### src/ifd_pkg.sv
// shared constants and types for the imu binary frame deframer
package ifd_pkg;

   // frame layout
   localparam int FRAME_LEN      = 72;
   localparam int FIRST_WORD_OFS = 14;
   localparam int TEMP_OFS       = 66;
   localparam int NUM_FIELDS     = 14;

   // marker bytes
   localparam logic [7:0] HDR0  = 8'hA5;
   localparam logic [7:0] HDR1  = 8'h5A;
   localparam logic [7:0] TAIL0 = 8'h0D;
   localparam logic [7:0] TAIL1 = 8'h0A;

   // byte counter positions of interest
   localparam logic [6:0] CNT_HUNT  = 7'd0;
   localparam logic [6:0] CNT_HDR1  = 7'd1;
   localparam logic [6:0] CNT_FIRST = 7'(FIRST_WORD_OFS);
   localparam logic [6:0] CNT_END   = 7'(TEMP_OFS + 1);
   localparam logic [6:0] CNT_TAIL0 = 7'(FRAME_LEN - 2);
   localparam logic [6:0] CNT_LAST  = 7'(FRAME_LEN - 1);

   localparam logic [3:0] LAST_INDEX = 4'(NUM_FIELDS - 1);

   // one stored field word, byte 0 is the least significant
   typedef logic [3:0][7:0] word_type;

   // good frame handed from the collector to the emitter
   typedef struct packed {
      logic        start;
      logic        bank;
      logic [15:0] frame_num;
   } handoff_type;

endpackage

### src/ifd_collect.sv
// byte collector: header hunt, frame checks, double-banked field store
module ifd_collect
   import ifd_pkg::*;
(
   input  logic        clock,
   input  logic        reset,
   input  logic        req_valid,
   output logic        req_ready,
   input  logic [7:0]  req_rx_byte,
   input  logic        emit_busy,
   output handoff_type handoff,
   input  logic        rd_bank,
   input  logic [3:0]  rd_index,
   output word_type    rd_word
);

   logic [6:0]  count_ff, count_in;
   logic        hdr1_ok_ff, hdr1_ok_in;
   logic        tail0_ok_ff, tail0_ok_in;
   logic        bank_ff, bank_in;
   logic [15:0] frames_ff, frames_in;
   handoff_type handoff_ff, handoff_in;
   logic        accept;
   logic        good;
   logic        wr_en;
   logic [6:0]  wr_ofs;

   word_type store_ff [2][NUM_FIELDS];

   // hold the closing byte while the other bank is still being emitted
   assign req_ready = !(count_ff == CNT_LAST && emit_busy);
   assign accept    = req_valid && req_ready;

   // frame position tracking and checks
   always_comb begin
      count_in    = count_ff;
      hdr1_ok_in  = hdr1_ok_ff;
      tail0_ok_in = tail0_ok_ff;
      good        = 1'b0;
      if (accept) begin
         if (count_ff == CNT_HUNT) begin
            if (req_rx_byte == HDR0) begin
               count_in = CNT_HDR1;
            end
         end else if (count_ff == CNT_LAST) begin
            count_in = CNT_HUNT;
            good     = hdr1_ok_ff && tail0_ok_ff && (req_rx_byte == TAIL1);
         end else begin
            count_in = count_ff + 7'd1;
         end
         if (count_ff == CNT_HDR1) begin
            hdr1_ok_in = (req_rx_byte == HDR1);
         end
         if (count_ff == CNT_TAIL0) begin
            tail0_ok_in = (req_rx_byte == TAIL0);
         end
      end
   end

   // bank swap and frame count on a good frame
   always_comb begin
      bank_in              = good ? !bank_ff : bank_ff;
      frames_in            = good ? frames_ff + 16'd1 : frames_ff;
      handoff_in.start     = good;
      handoff_in.bank      = bank_ff;
      handoff_in.frame_num = frames_ff + 16'd1;
   end

   always_ff @(posedge clock) begin
      if (reset) begin
         count_ff         <= CNT_HUNT;
         hdr1_ok_ff       <= 1'b0;
         tail0_ok_ff      <= 1'b0;
         bank_ff          <= 1'b0;
         frames_ff        <= '0;
         handoff_ff.start <= 1'b0;
      end else begin
         count_ff         <= count_in;
         hdr1_ok_ff       <= hdr1_ok_in;
         tail0_ok_ff      <= tail0_ok_in;
         bank_ff          <= bank_in;
         frames_ff        <= frames_in;
         handoff_ff.start <= handoff_in.start;
      end
      handoff_ff.bank      <= handoff_in.bank;
      handoff_ff.frame_num <= handoff_in.frame_num;
   end

   assign handoff = handoff_ff;

   // field bytes land at word = offset / 4, lane = offset % 4
   assign wr_ofs = count_ff - CNT_FIRST;
   assign wr_en  = accept && (count_ff >= CNT_FIRST) && (count_ff <= CNT_END);

   always_ff @(posedge clock) begin
      if (wr_en) begin
         store_ff[bank_ff][wr_ofs[5:2]][wr_ofs[1:0]] <= req_rx_byte;
      end
   end

   assign rd_word = store_ff[rd_bank][rd_index];

   // checks
   a_count_range : assert property (@(posedge clock) disable iff (reset)
      count_ff <= CNT_LAST)
      else $error("byte counter ran past the frame end");

   a_handoff_free : assert property (@(posedge clock) disable iff (reset)
      handoff_ff.start |-> !emit_busy)
      else $error("good frame handed over while emitter busy");

endmodule

### src/ifd_emit.sv
// field emitter: walks the finished bank and fills the result register
module ifd_emit
   import ifd_pkg::*;
(
   input  logic        clock,
   input  logic        reset,
   input  handoff_type handoff,
   output logic        emit_busy,
   output logic        rd_bank,
   output logic [3:0]  rd_index,
   input  word_type    rd_word,
   output logic        rsp_valid,
   input  logic        rsp_ready,
   output logic [3:0]  rsp_field_index,
   output logic [31:0] rsp_field_value,
   output logic [15:0] rsp_good_frame_number,
   output logic        rsp_last_field
);

   logic        busy_ff, busy_in;
   logic [3:0]  idx_ff, idx_in;
   logic        bank_ff, bank_in;
   logic [15:0] num_ff, num_in;
   logic        valid_ff, valid_in;
   logic [3:0]  index_ff, index_in;
   logic [31:0] value_ff, value_in;
   logic [15:0] frame_ff, frame_in;
   logic        last_ff, last_in;
   logic        load;

   // result register is free when empty or being taken
   assign load = busy_ff && (!valid_ff || rsp_ready);

   always_comb begin
      busy_in  = busy_ff;
      idx_in   = idx_ff;
      bank_in  = bank_ff;
      num_in   = num_ff;
      valid_in = valid_ff && !rsp_ready;
      index_in = index_ff;
      value_in = value_ff;
      frame_in = frame_ff;
      last_in  = last_ff;
      if (handoff.start) begin
         busy_in = 1'b1;
         idx_in  = '0;
         bank_in = handoff.bank;
         num_in  = handoff.frame_num;
      end else if (load) begin
         valid_in = 1'b1;
         index_in = idx_ff;
         frame_in = num_ff;
         last_in  = (idx_ff == LAST_INDEX);
         // temperature is int16, sign-extended
         if (idx_ff == LAST_INDEX) begin
            value_in = {{16{rd_word[1][7]}}, rd_word[1], rd_word[0]};
         end else begin
            value_in = rd_word;
         end
         idx_in = idx_ff + 4'd1;
         if (idx_ff == LAST_INDEX) begin
            busy_in = 1'b0;
         end
      end
   end

   always_ff @(posedge clock) begin
      if (reset) begin
         busy_ff  <= 1'b0;
         valid_ff <= 1'b0;
         idx_ff   <= '0;
      end else begin
         busy_ff  <= busy_in;
         valid_ff <= valid_in;
         idx_ff   <= idx_in;
      end
      bank_ff  <= bank_in;
      num_ff   <= num_in;
      index_ff <= index_in;
      value_ff <= value_in;
      frame_ff <= frame_in;
      last_ff  <= last_in;
   end

   assign emit_busy             = busy_ff;
   assign rd_bank               = bank_ff;
   assign rd_index              = idx_ff;
   assign rsp_valid             = valid_ff;
   assign rsp_field_index       = index_ff;
   assign rsp_field_value       = value_ff;
   assign rsp_good_frame_number = frame_ff;
   assign rsp_last_field        = last_ff;

   // checks
   a_start_busy : assert property (@(posedge clock) disable iff (reset)
      handoff.start |=> busy_ff && idx_ff == 4'd0)
      else $error("emitter did not start on a good frame");

   a_last_done : assert property (@(posedge clock) disable iff (reset)
      load && idx_ff == LAST_INDEX |=> !busy_ff && last_ff && valid_ff)
      else $error("final field did not close the frame");

endmodule

### src/imu_binary_frame_deframer_top.sv
// top level of the imu binary frame deframer
//
//   channel | direction | handshake              | payload
//   --------+-----------+------------------------+------------------------------------
//   req     | in        | req_valid / req_ready  | req_rx_byte
//   rsp     | out       | rsp_valid / rsp_ready  | rsp_field_index, rsp_field_value,
//           |           |                        | rsp_good_frame_number, rsp_last_field
//
// one request byte per cycle while req_ready is high; a good 72-byte frame gives 14
// responses through the handoff register, one per cycle while rsp_ready is high
// the field store is double banked, so emission overlaps collection of the next frame
// req_ready drops only on the closing byte of a frame while the previous frame is
// still being emitted; synchronous reset returns to header hunt with the count at zero
module imu_binary_frame_deframer_top
   import ifd_pkg::*;
(
   input  logic        clock,
   input  logic        reset,
   input  logic        req_valid,
   output logic        req_ready,
   input  logic [7:0]  req_rx_byte,
   output logic        rsp_valid,
   input  logic        rsp_ready,
   output logic [3:0]  rsp_field_index,
   output logic [31:0] rsp_field_value,
   output logic [15:0] rsp_good_frame_number,
   output logic        rsp_last_field
);

   handoff_type handoff;
   logic        emit_busy;
   logic        rd_bank;
   logic [3:0]  rd_index;
   word_type    rd_word;

   // byte collection and frame checks
   ifd_collect u_collect (
      .clock       (clock),
      .reset       (reset),
      .req_valid   (req_valid),
      .req_ready   (req_ready),
      .req_rx_byte (req_rx_byte),
      .emit_busy   (emit_busy),
      .handoff     (handoff),
      .rd_bank     (rd_bank),
      .rd_index    (rd_index),
      .rd_word     (rd_word)
   );

   // field emission
   ifd_emit u_emit (
      .clock                 (clock),
      .reset                 (reset),
      .handoff               (handoff),
      .emit_busy             (emit_busy),
      .rd_bank               (rd_bank),
      .rd_index              (rd_index),
      .rd_word               (rd_word),
      .rsp_valid             (rsp_valid),
      .rsp_ready             (rsp_ready),
      .rsp_field_index       (rsp_field_index),
      .rsp_field_value       (rsp_field_value),
      .rsp_good_frame_number (rsp_good_frame_number),
      .rsp_last_field        (rsp_last_field)
   );

endmodule
### config.mk
export PLATFORM = sky130hd
export DESIGN_NAME = imu_binary_frame_deframer_top
export DESIGN_NICKNAME = d
export VERILOG_FILES = /design/src/ifd_pkg.sv /design/src/ifd_collect.sv /design/src/ifd_emit.sv /design/src/imu_binary_frame_deframer_top.sv
export SDC_FILE = /design/constraint.sdc
export NUM_CORES = 1
export LEC_CHECK = 0
export ABC_AREA = 1
export BUFFER_PORTS_ARGS = -buffer_cell sky130_fd_sc_hd__buf_2
export CAP_MARGIN = 20
export CORE_ASPECT_RATIO = 0.6
export CORE_MARGIN = 5
export CORE_UTILIZATION = 55
export CTS_CLUSTER_DIAMETER = 50
export DETAILED_ROUTE_END_ITERATION = 6
export PLACE_DENSITY_LB_ADDON = 0.25
export SETUP_SLACK_MARGIN = 0.02
export SLEW_MARGIN = 20
export SYNTH_ARGS = -nofsm -noshare
export SYNTH_HDL_FRONTEND = slang
export SYNTH_HIERARCHICAL = 1
export SYNTH_SLANG_ARGS = --single-unit
### constraint.sdc
create_clock -name clock -period 4.7 [get_ports clock]
set_clock_uncertainty 0.1 [all_clocks]
set_input_delay 0.94 -clock clock [delete_from_list [all_inputs] [get_ports clock]]
set_output_delay 0.94 -clock clock [all_outputs]
set_load 0.005 [all_outputs]
* Word-level counts from Yosys, hierarchy flattened
Memories as Yosys holds them, arrays and structs flattened. A register that Yosys moved wholly into a read port is not among the register bits.
Index checks and enable logic that the tools add are counted.
** Operators by class
- $add $sub $neg :: 4
- Mux-type cells :: 22
- Reductions and logical operators :: 24
- Bitwise operators :: 3
- Equal/unequal tests :: 9
- $lt $le $gt $ge :: 7
** Operators by type and width (count)
- $mux 448 :: 1
- $bmux 32 s4 :: 1
- $demux 32 s4 :: 1
- $mux 32 :: 4
- $mux 7 :: 3
- $add 16x1->16 const B :: 1
- $demux 8 s2 :: 1
- $eq 8x4->1 const B :: 2
- $eq 7x7->1 const B :: 2
- $ge 5x5->1 const B :: 2
- $logic_and 1x1->1 :: 10
- $mux 1 :: 10
- $not 4->5 :: 2
- $reduce_and 2->1 :: 5
- $eq 8x7->1 const B :: 1
- $eq 8x8->1 const B :: 1
- $mux 8 :: 1
- $add 7x1->7 const B :: 1
- $eq 7x1->1 const B :: 1
- $ge 7x4->1 const B :: 1
- $le 7x7->1 const B :: 1
- $logic_not 7->1 :: 1
- $sub 6x4->6 const B :: 1
- $lt 5x1->1 const B :: 1
- 10 further kinds :: 14
** Storage, ports and cells
- Memory bits (writable) :: 896
- Memories :: 1
- Input bits :: 12
- Bits in registers :: 120
** Memory list
- u_collect.store_ff :: depth 2, width 448, rd ports 1, clocked after Yosys merged registers in 1, write ports 1, line ifd_collect.sv:28 : word_type store_ff [2][NUM_FIELDS];

* Logic depth before layout (Yosys ltp)
Gate-level depths: netlist (run 1).
- Word-level depth :: 8
- Gate-level depth with buffers :: 16
- Mapped depth without buffers :: 11

* Hierarchy
Netlist (run 1), hierarchy kept.
** Modules (own cells, without submodules)
- ifd_collect :: cells each 3627, instances 1, seq. area each 27786.6 µm², area each 39257.7 µm²
- ifd_emit :: cells each 150, instances 1, seq. area each 2222.1 µm², area each 2596.2 µm²

* Least setup slack after synthesis (run 1)
OpenSTA, ideal clock, no wires.
- Path kind :: input to register
- Start :: input rsp_ready
- End :: register u_emit.index_ff[0] (netlist: u_emit/rsp_field_index[0]), enable pin
- Path slack :: 750 ps
- Setup time :: 464 ps
- Stages on the path :: 4
- Required time :: 4136 ps
- Arrival :: 3386 ps
- Buffers on the path :: 0
- Cells stage by stage :: inv_1 nand2_1 nand2_1 nor2_1
** On the way
- Word-level cells in the longest chain between the ends :: 3
** RTL lines
- start: declaration :: line imu_binary_frame_deframer_top.sv:23 : input logic rsp_ready,
- $logic_or 1x1->1 :: line ifd_emit.sv:32 : assign load = busy_ff && (!valid_ff || rsp_ready);
- $logic_and 1x1->1 :: line ifd_emit.sv:32
- $reduce_and 2->1 (no source line)
- end signal: assignment :: line ifd_emit.sv:79 : index_ff <= index_in;
- end: declaration :: line ifd_emit.sv:25 : logic [3:0] index_ff, index_in;
No other way between the ends.
A chain may end at the register's enable or synchronous reset.

* Worst setup path in the final report (run 1)
- Start :: register u_collect.count_ff[2]
- End :: memory u_collect/store_ff[1][164] (netlist name), enable pin
** On the way
- Word-level cells in the longest chain between the ends :: 8
- Elaborated cells on any way between the ends :: 17
- Those cells by class :: add/sub: 1; order compare: 4; eq/ne: 1; mux: 4; bitwise: 1; reduce/logical: 6
** RTL lines
- start: declaration :: line ifd_collect.sv:17 : logic [6:0] count_ff, count_in;
- start signal: assignment :: line ifd_collect.sv:78 : count_ff <= count_in;
- parallel branches: the longest is 7 deep, another holds $sub 6x4->6
- $mux 448 (not written as such) (*) :: line ifd_collect.sv:97 : store_ff[bank_ff][wr_ofs[5:2]][wr_ofs[1:0]] <= req_rx_byte;
- end: declaration :: line ifd_collect.sv:28
Every way passes the cells marked *.

==> results of run 1 <==
[flip-flops by register name, summed over array words and instances (netlist names)]
register and flops:
u_emit/num_ff 16, u_emit/emit_busy 1, u_emit/rsp_good_frame_number 16, u_collect/store_ff 896, u_collect/frames_ff 16, u_emit/rd_bank 1
u_collect/handoff 18, u_collect/count_ff 7, u_collect/bank_ff 1, u_emit/rsp_field_value 32, u_collect/tail0_ok_ff 1, u_collect/hdr1_ok_ff 1
u_emit/rsp_last_field 1, u_emit/rsp_field_index 4, u_emit/rd_index 4, u_emit/rsp_valid 1
[through the flow]
| step | instances | utilization, % |
|---|---|---|
| after floorplan | 3777 | - |
| after global placement | 4676 | 56.85 |
| after detailed placement | 4676 | 56.85 |
| after CTS | 4844 | 60.93 |
| after global routing | 4844 | 60.93 |
| final | 4845 | 60.93 |
[power breakdown]
| group | switching, µW | internal (µW) |
|---|---|---|
| Sequential | 6.25 | 9890 |
| Clock | 3260 | 4420 |
| Combinational | 224 | 29.4 |
[layout make-up]
cell class              count  area (µm²)  share of cell area (%)
flip-flops and latches   1016       30020                   65.22
multi-input cells        2414       10350                   22.49
clock buffers             124        2591                   5.630
well taps                1000        1251                   2.718
repair buffers            111       800.8                   1.740
inverters                 135       525.5                   1.142
clock inverters            44       488.0                   1.060
diodes                      1       2.502                0.005437
[how the worst min path moves through the flow]
| stage | from | to | slack (ps) | cells past startpoint |
|---|---|---|---|---|
| floorplan | u_collect/bank_ff | u_collect/handoff[16] | 270 | 0 |
| global placement | u_collect/handoff[16] | u_emit/rd_bank | 290 | 0 |
| detailed placement | u_collect/handoff[16] | u_emit/rd_bank | 290 | 0 |
| CTS | u_collect/handoff[16] | u_emit/rd_bank | 300 | 0 |
| global route | u_collect/handoff[15] | u_emit/num_ff[15] | 310 | 0 |
| finish | u_collect/handoff[15] | u_emit/num_ff[15] | 300 | 0 |
[cell usage after synthesis, types with 2 or more instances]
cell type     n  area, µm²
clkbuf_1     98      367.9
xnor2_1       2      17.52
buf_4         8      60.06
edfxtp_1    966      29010
ha_1          9      112.6
o21ai_1      12      60.06
nand4_1       7      43.79
buf_6         8      90.09
nand3_4       2      35.03
buf_2        69      345.3
inv_1       119      446.7
o21ai_0     230       1151
nor3_1        2      10.01
dfxtp_1      50       1001
nand2_2      11      68.82
nand2_1    1001       3757
a21oi_2      10      87.58
buf_1        26      97.59
xor2_1        7      61.31
nand3_1     409       2047
nor2_1      643       2414
a21oi_1      50      250.2
nor2_4        5      56.30
nand2_4       4      45.04
nor2_2        2      12.51
nor2_8        2      40.04
inv_2        13      48.80
[worst max-delay path, cell delays in order, from the launching register on]
cell and delay [ps]:
dfxtp_1 530, ha_1 270, nand2_1 80, inv_1 90, o21ai_0 90, nand2_1 160
nand2_1 120, nor2_1 700, buf_4 310, nand2_1 90, nor2_1 630
[per-layer routing]
metal	global-route usage, %	vias up
met5	0	-
met4	6.222	4
met3	6.307	154
met2	36.54	1389
met1	40.21	13520
li1	-	12820
[cells by family after synthesis]
group	share of synthesized area, %
AO/OA/AOI/OAI	3.746
AND/OR/NAND/NOR	20.49
adder cells (fa/ha/maj)	0.2691
flip-flops	71.70
buffers and inverters	3.608
XOR/XNOR	0.1883
==> results.sh, run 1 <==
export IMPL_status="completed"
export IMPL_drc=0
export IMPL_worst_r2r_cell_count=10
export IMPL_cp_data_required_time_ps=4890
export IMPL_rsz0062_at_grt="false"
export IMPL_first_global_vias=26280
export IMPL_worst_slew_margin_rel_pct=28.46
export IMPL_hold_worst_slack_ps=302.1
export IMPL_pre_cts_ws_ps=1249
export IMPL_ys_seq_elements=1016
export IMPL_power_ir_vdd_worst_v=0.0003499
export IMPL_firstDrtPassIters=5
export IMPL_crit_start="u_collect/count_ff[2]"
export IMPL_effective_utilization_at_floorplan_pct=55.41
export IMPL_number_of_antenna_violations_at_the_first_check_in_global_routing=2
export IMPL_die_width_um=366.1
export IMPL_post_cts_hold_buffer_count=0
export IMPL_vias_per_cell=5.755
export IMPL_die_area_um2=81900
export IMPL_final_setup_worst_slack_ps=1150
export IMPL_clk_transition_reported_paths_ps=60
export IMPL_area_growth_pct=9.973
export IMPL_cts_num_sinks=1016
export IMPL_layout_cells_most_common_list="nand2_1 (1001), edfxtp_1 (966), nor2_1 (641)"
export IMPL_synthesis_instances=3777
export IMPL_fp_row_count=78
export IMPL_finalSetupViolCount=0
export IMPL_seq_area_frac_synth_pct=71.70
export IMPL_cts_buffer_depth=3
export IMPL_grt_max_degree=188
export IMPL_yosys_warnings=6
export IMPL_cts_inserted_buffers=92
export IMPL_dr_total_vias=27880
export IMPL_wire_per_inst_um=22.19
export IMPL_drt_initial_drc_count=3714
export IMPL_setup_worst_path_end="u_collect/store_ff[1][164]"
export IMPL_leading_cell_type_in_the_layout_fill_and_taps_excluded="nand2_1"
export IMPL_cellPowerDensity_nw_per_um2=387.5
export IMPL_power_leakage_uw=0.01683
export IMPL_synth_top_flop_cell="edfxtp_1"
export IMPL_port_buffers=66
export IMPL_number_of_nets_produced_by_synthesis=3798
export IMPL_maxCapViolCount=0
export IMPL_timing_rr_end="u_collect/store_ff[1][164]"
export IMPL_ff2ff_setup_slack_ps=1150
export IMPL_clkLatencyLatePin_ps=650
export IMPL_post_route_cells_drive_above_1_share_pct=7.960
export IMPL_tritoncts_clock_tree="built"
export IMPL_wirelength_mm=107.5
export IMPL_dp_hpwl_mm=61.07
export IMPL_synth_distinct_cells=39
export IMPL_placedInstanceArea_um2=42950
export IMPL_synth_avg_cell_area_um2=11.08
export IMPL_syn_cell_area_um2=41850
export IMPL_cts_repair_resize_count=0
export IMPL_wire_length_on_met3_mm=12.20
export IMPL_critPathArrivalTime_ps=3740
export IMPL_post_cts_repair_setup_buffers=0
export IMPL_cp_end_kind="flop"
export IMPL_grt_pass1_wl_mm=160.3
export IMPL_fmax_mhz=281.7
export IMPL_post_route_min_period_ps=3550
export IMPL_critical_path_start_end_classification="reg -> reg"
export IMPL_total_power_uw=17840
export IMPL_root_buffer="clkbuf_16"
export IMPL_ios=67
export IMPL_period_share_pct=75.53
export IMPL_die_height_um=223.7
export IMPL_final_antenna_net_count=0
export IMPL_uppermost_signal_routing_layer_after_detailed_routing="met5"
export IMPL_report_final_slew_viol_count=0
export IMPL_finalHoldViolations=0
export IMPL_timing_worst_slew_pin_value_ps=1072
export IMPL_layout_filler_cells=5953
export IMPL_timing_setup_tns_ps=0
export IMPL_crit_reg2reg_launch="u_collect/count_ff[2]"
export IMPL_met2WireLength_mm=45.22
export IMPL_grt_usage_pct=25.71
export IMPL_fin_nets=3791
export IMPL_cts_htree_levels=3
export IMPL_place_congestion=0.8669
export IMPL_placeableCoreArea_um2=75540
export IMPL_critPathMaxFanout=10
export IMPL_start_kind="flop"
export IMPL_wirelength_met1_mm=47.84
export IMPL_fin_area_um2=46030
export IMPL_hold_path_class="reg -> reg"
export IMPL_synth_edff_count=966
export IMPL_grt_overflow=0
export IMPL_synthArstFlopShare_pct=0
(Power assumes the default switching activity.)
==> inputs of run 2 (changes only) <==
==> constraint.sdc (replaced) <==
create_clock -name clock -period 3.5 [get_ports clock]
set_clock_uncertainty 0.1 [all_clocks]
set_input_delay 0.7 -clock clock [delete_from_list [all_inputs] [get_ports clock]]
set_output_delay 0.7 -clock clock [all_outputs]
set_load 0.005 [all_outputs]
==> results.sh, run 2 (synthesis gave the netlist of run 1 again) <==
export IMPL_crit_path_slowest_cell="nor2_1"
export IMPL_tritoncts_clock_tree="built"
export IMPL_leading_cell_type_in_the_layout_fill_and_taps_excluded="nand2_1"
export IMPL_grt_max_degree=139
export IMPL_met2WireLength_mm=45.70
export IMPL_wire_per_inst_um=22.31
export IMPL_fp_row_count=78
export IMPL_wirelength_met1_mm=48.77
export IMPL_layout_cells_most_common_list="nand2_1 (1001), edfxtp_1 (966), nor2_1 (641)"
export IMPL_cts_htree_levels=3
export IMPL_vias_per_cell=5.707
export IMPL_critPathMaxFanout=10
export IMPL_total_power_uw=23710
export IMPL_post_route_cells_drive_above_1_share_pct=10.80
export IMPL_post_cts_hold_buffer_count=0
export IMPL_power_ir_vdd_worst_v=0.0003851
export IMPL_finalHoldViolations=0
export IMPL_worst_slew_margin_rel_pct=26.10
export IMPL_wirelength_mm=110.9
export IMPL_post_cts_repair_setup_buffers=0
export IMPL_grt_pass1_wl_mm=166.0
export IMPL_place_congestion=0.8644
export IMPL_placeableCoreArea_um2=75540
export IMPL_largest_reg_flops=896
export IMPL_fmax_mhz=325.4
export IMPL_critical_path_most_common_cell="nand2_1"
export IMPL_critical_path_start_end_classification="reg -> reg"
export IMPL_timing_setup_tns_ps=0
export IMPL_cts_num_sinks=1016
export IMPL_critPathArrivalTime_ps=3260
export IMPL_effective_utilization_at_floorplan_pct=55.41
export IMPL_cts_buffer_depth=3
export IMPL_cp_end_kind="flop"
export IMPL_fin_nets=3914
export IMPL_period_share_pct=87.80
export IMPL_cts_inserted_buffers=92
export IMPL_cts_repair_resize_count=0
export IMPL_clk_transition_reported_paths_ps=70
export IMPL_ff2ff_setup_slack_ps=430
export IMPL_finalSetupViolCount=0
export IMPL_report_final_slew_viol_count=0
export IMPL_power_leakage_uw=0.01749
export IMPL_first_global_vias=26450
export IMPL_drt_initial_drc_count=3922
export IMPL_wire_length_on_met3_mm=14.48
export IMPL_root_buffer="clkbuf_16"
export IMPL_drc=0
export IMPL_grt_usage_pct=26.66
export IMPL_dp_hpwl_mm=65.55
export IMPL_cp_data_required_time_ps=3690
export IMPL_delay_of_the_slowest_cell_on_the_worst_path_ps=580
export IMPL_uppermost_signal_routing_layer_after_detailed_routing="met5"
export IMPL_cell_by_cell_listing_of_the_critical_path="ha_1 > nand2_1 > nand3_1 > nand2_1 > inv_1 > nand2_1 > nor2_1 > buf_4 > nand2_1 > nor2_1"
export IMPL_port_buffers=66
export IMPL_number_of_antenna_violations_at_the_first_check_in_global_routing=6
export IMPL_ios=67
export IMPL_hold_path_class="in -> reg"
export IMPL_firstDrtPassIters=5
export IMPL_die_width_um=366.1
export IMPL_final_antenna_net_count=0
export IMPL_post_route_min_period_ps=3073
export IMPL_cellPowerDensity_nw_per_um2=505.0
export IMPL_die_height_um=223.7
export IMPL_clkLatencyLatePin_ps=670
export IMPL_grt_overflow=0
export IMPL_timing_worst_slew_pin_value_ps=1107
export IMPL_die_area_um2=81900
export IMPL_dr_total_vias=28380
export IMPL_area_growth_pct=12.19
export IMPL_rsz0062_at_grt="false"
export IMPL_maxCapViolCount=0
export IMPL_status="completed"
export IMPL_start_kind="flop"
run 2: changes by cell type in the layout (fill, tap and decap cells not counted), sizes merged:
cell / delta
clkinv: +2
clkinvlp: -2
buf: +123
bufinv: -3
clkbuf: +1
inv: +6
run 2: path summary, 6_finish.rpt:
kind	endpoint	depth (start not counted)	from
max	u_collect/store_ff[0][262]	10	u_collect/count_ff[2]
max reg2reg	u_collect/store_ff[0][262]	10	u_collect/count_ff[2]
min	u_collect/count_ff[6]	3	req_valid
min reg2reg	u_emit/num_ff[1]	0	u_collect/handoff[1]
run 2: per-stage QoR:
step	instances	area, µm²	setup WS, ps	utilization [%]	hold WS (ps)
2_1_floorplan	3777	41860	672.3	-	272.5
3_3_place_gp	4799	43970	610.2	58.21	286.6
3_5_place_dp	4799	43970	555.9	58.21	288.7
4_1_cts	4971	46950	529.8	62.16	249.1
5_1_grt	4971	46950	217.5	62.16	285.4
6_report	4972	46950	427.0	62.16	283.5
run 2: final cells by class:
class,instances,area (µm²)
Multi-Input combinational cell,2414,10350
Clock buffer,125,2540
Antenna cell,1,2.502
Tap cell,1000,1251
Clock inverter,47,441.7
Fill cell,5953,28580
Inverter,135,525.5
Sequential cell,1016,30020
Timing Repair Buffer,234,1824
run 2: routing by layer:
layer	global-route usage, %	vias to the layer above
li1	-	13080
met1	41.64	13640
met2	37.04	1506
met3	8.193	143
met4	5.617	4
met5	0	-
run 2: report_power, final:
| group | switching (µW) | internal, µW |
|---|---|---|
| Sequential | 8.03 | 13300 |
| Clock | 4430 | 5630 |
| Combinational | 307 | 54.2 |
| Total | 4740 | 19000 |
run 2: critical path: cells and delay by family (launching register included):
kind          cells  cell delay (ps)
fa+ha+maj         1              260
simple gates      7             1460
buf+inv           2              320
flops             1              560
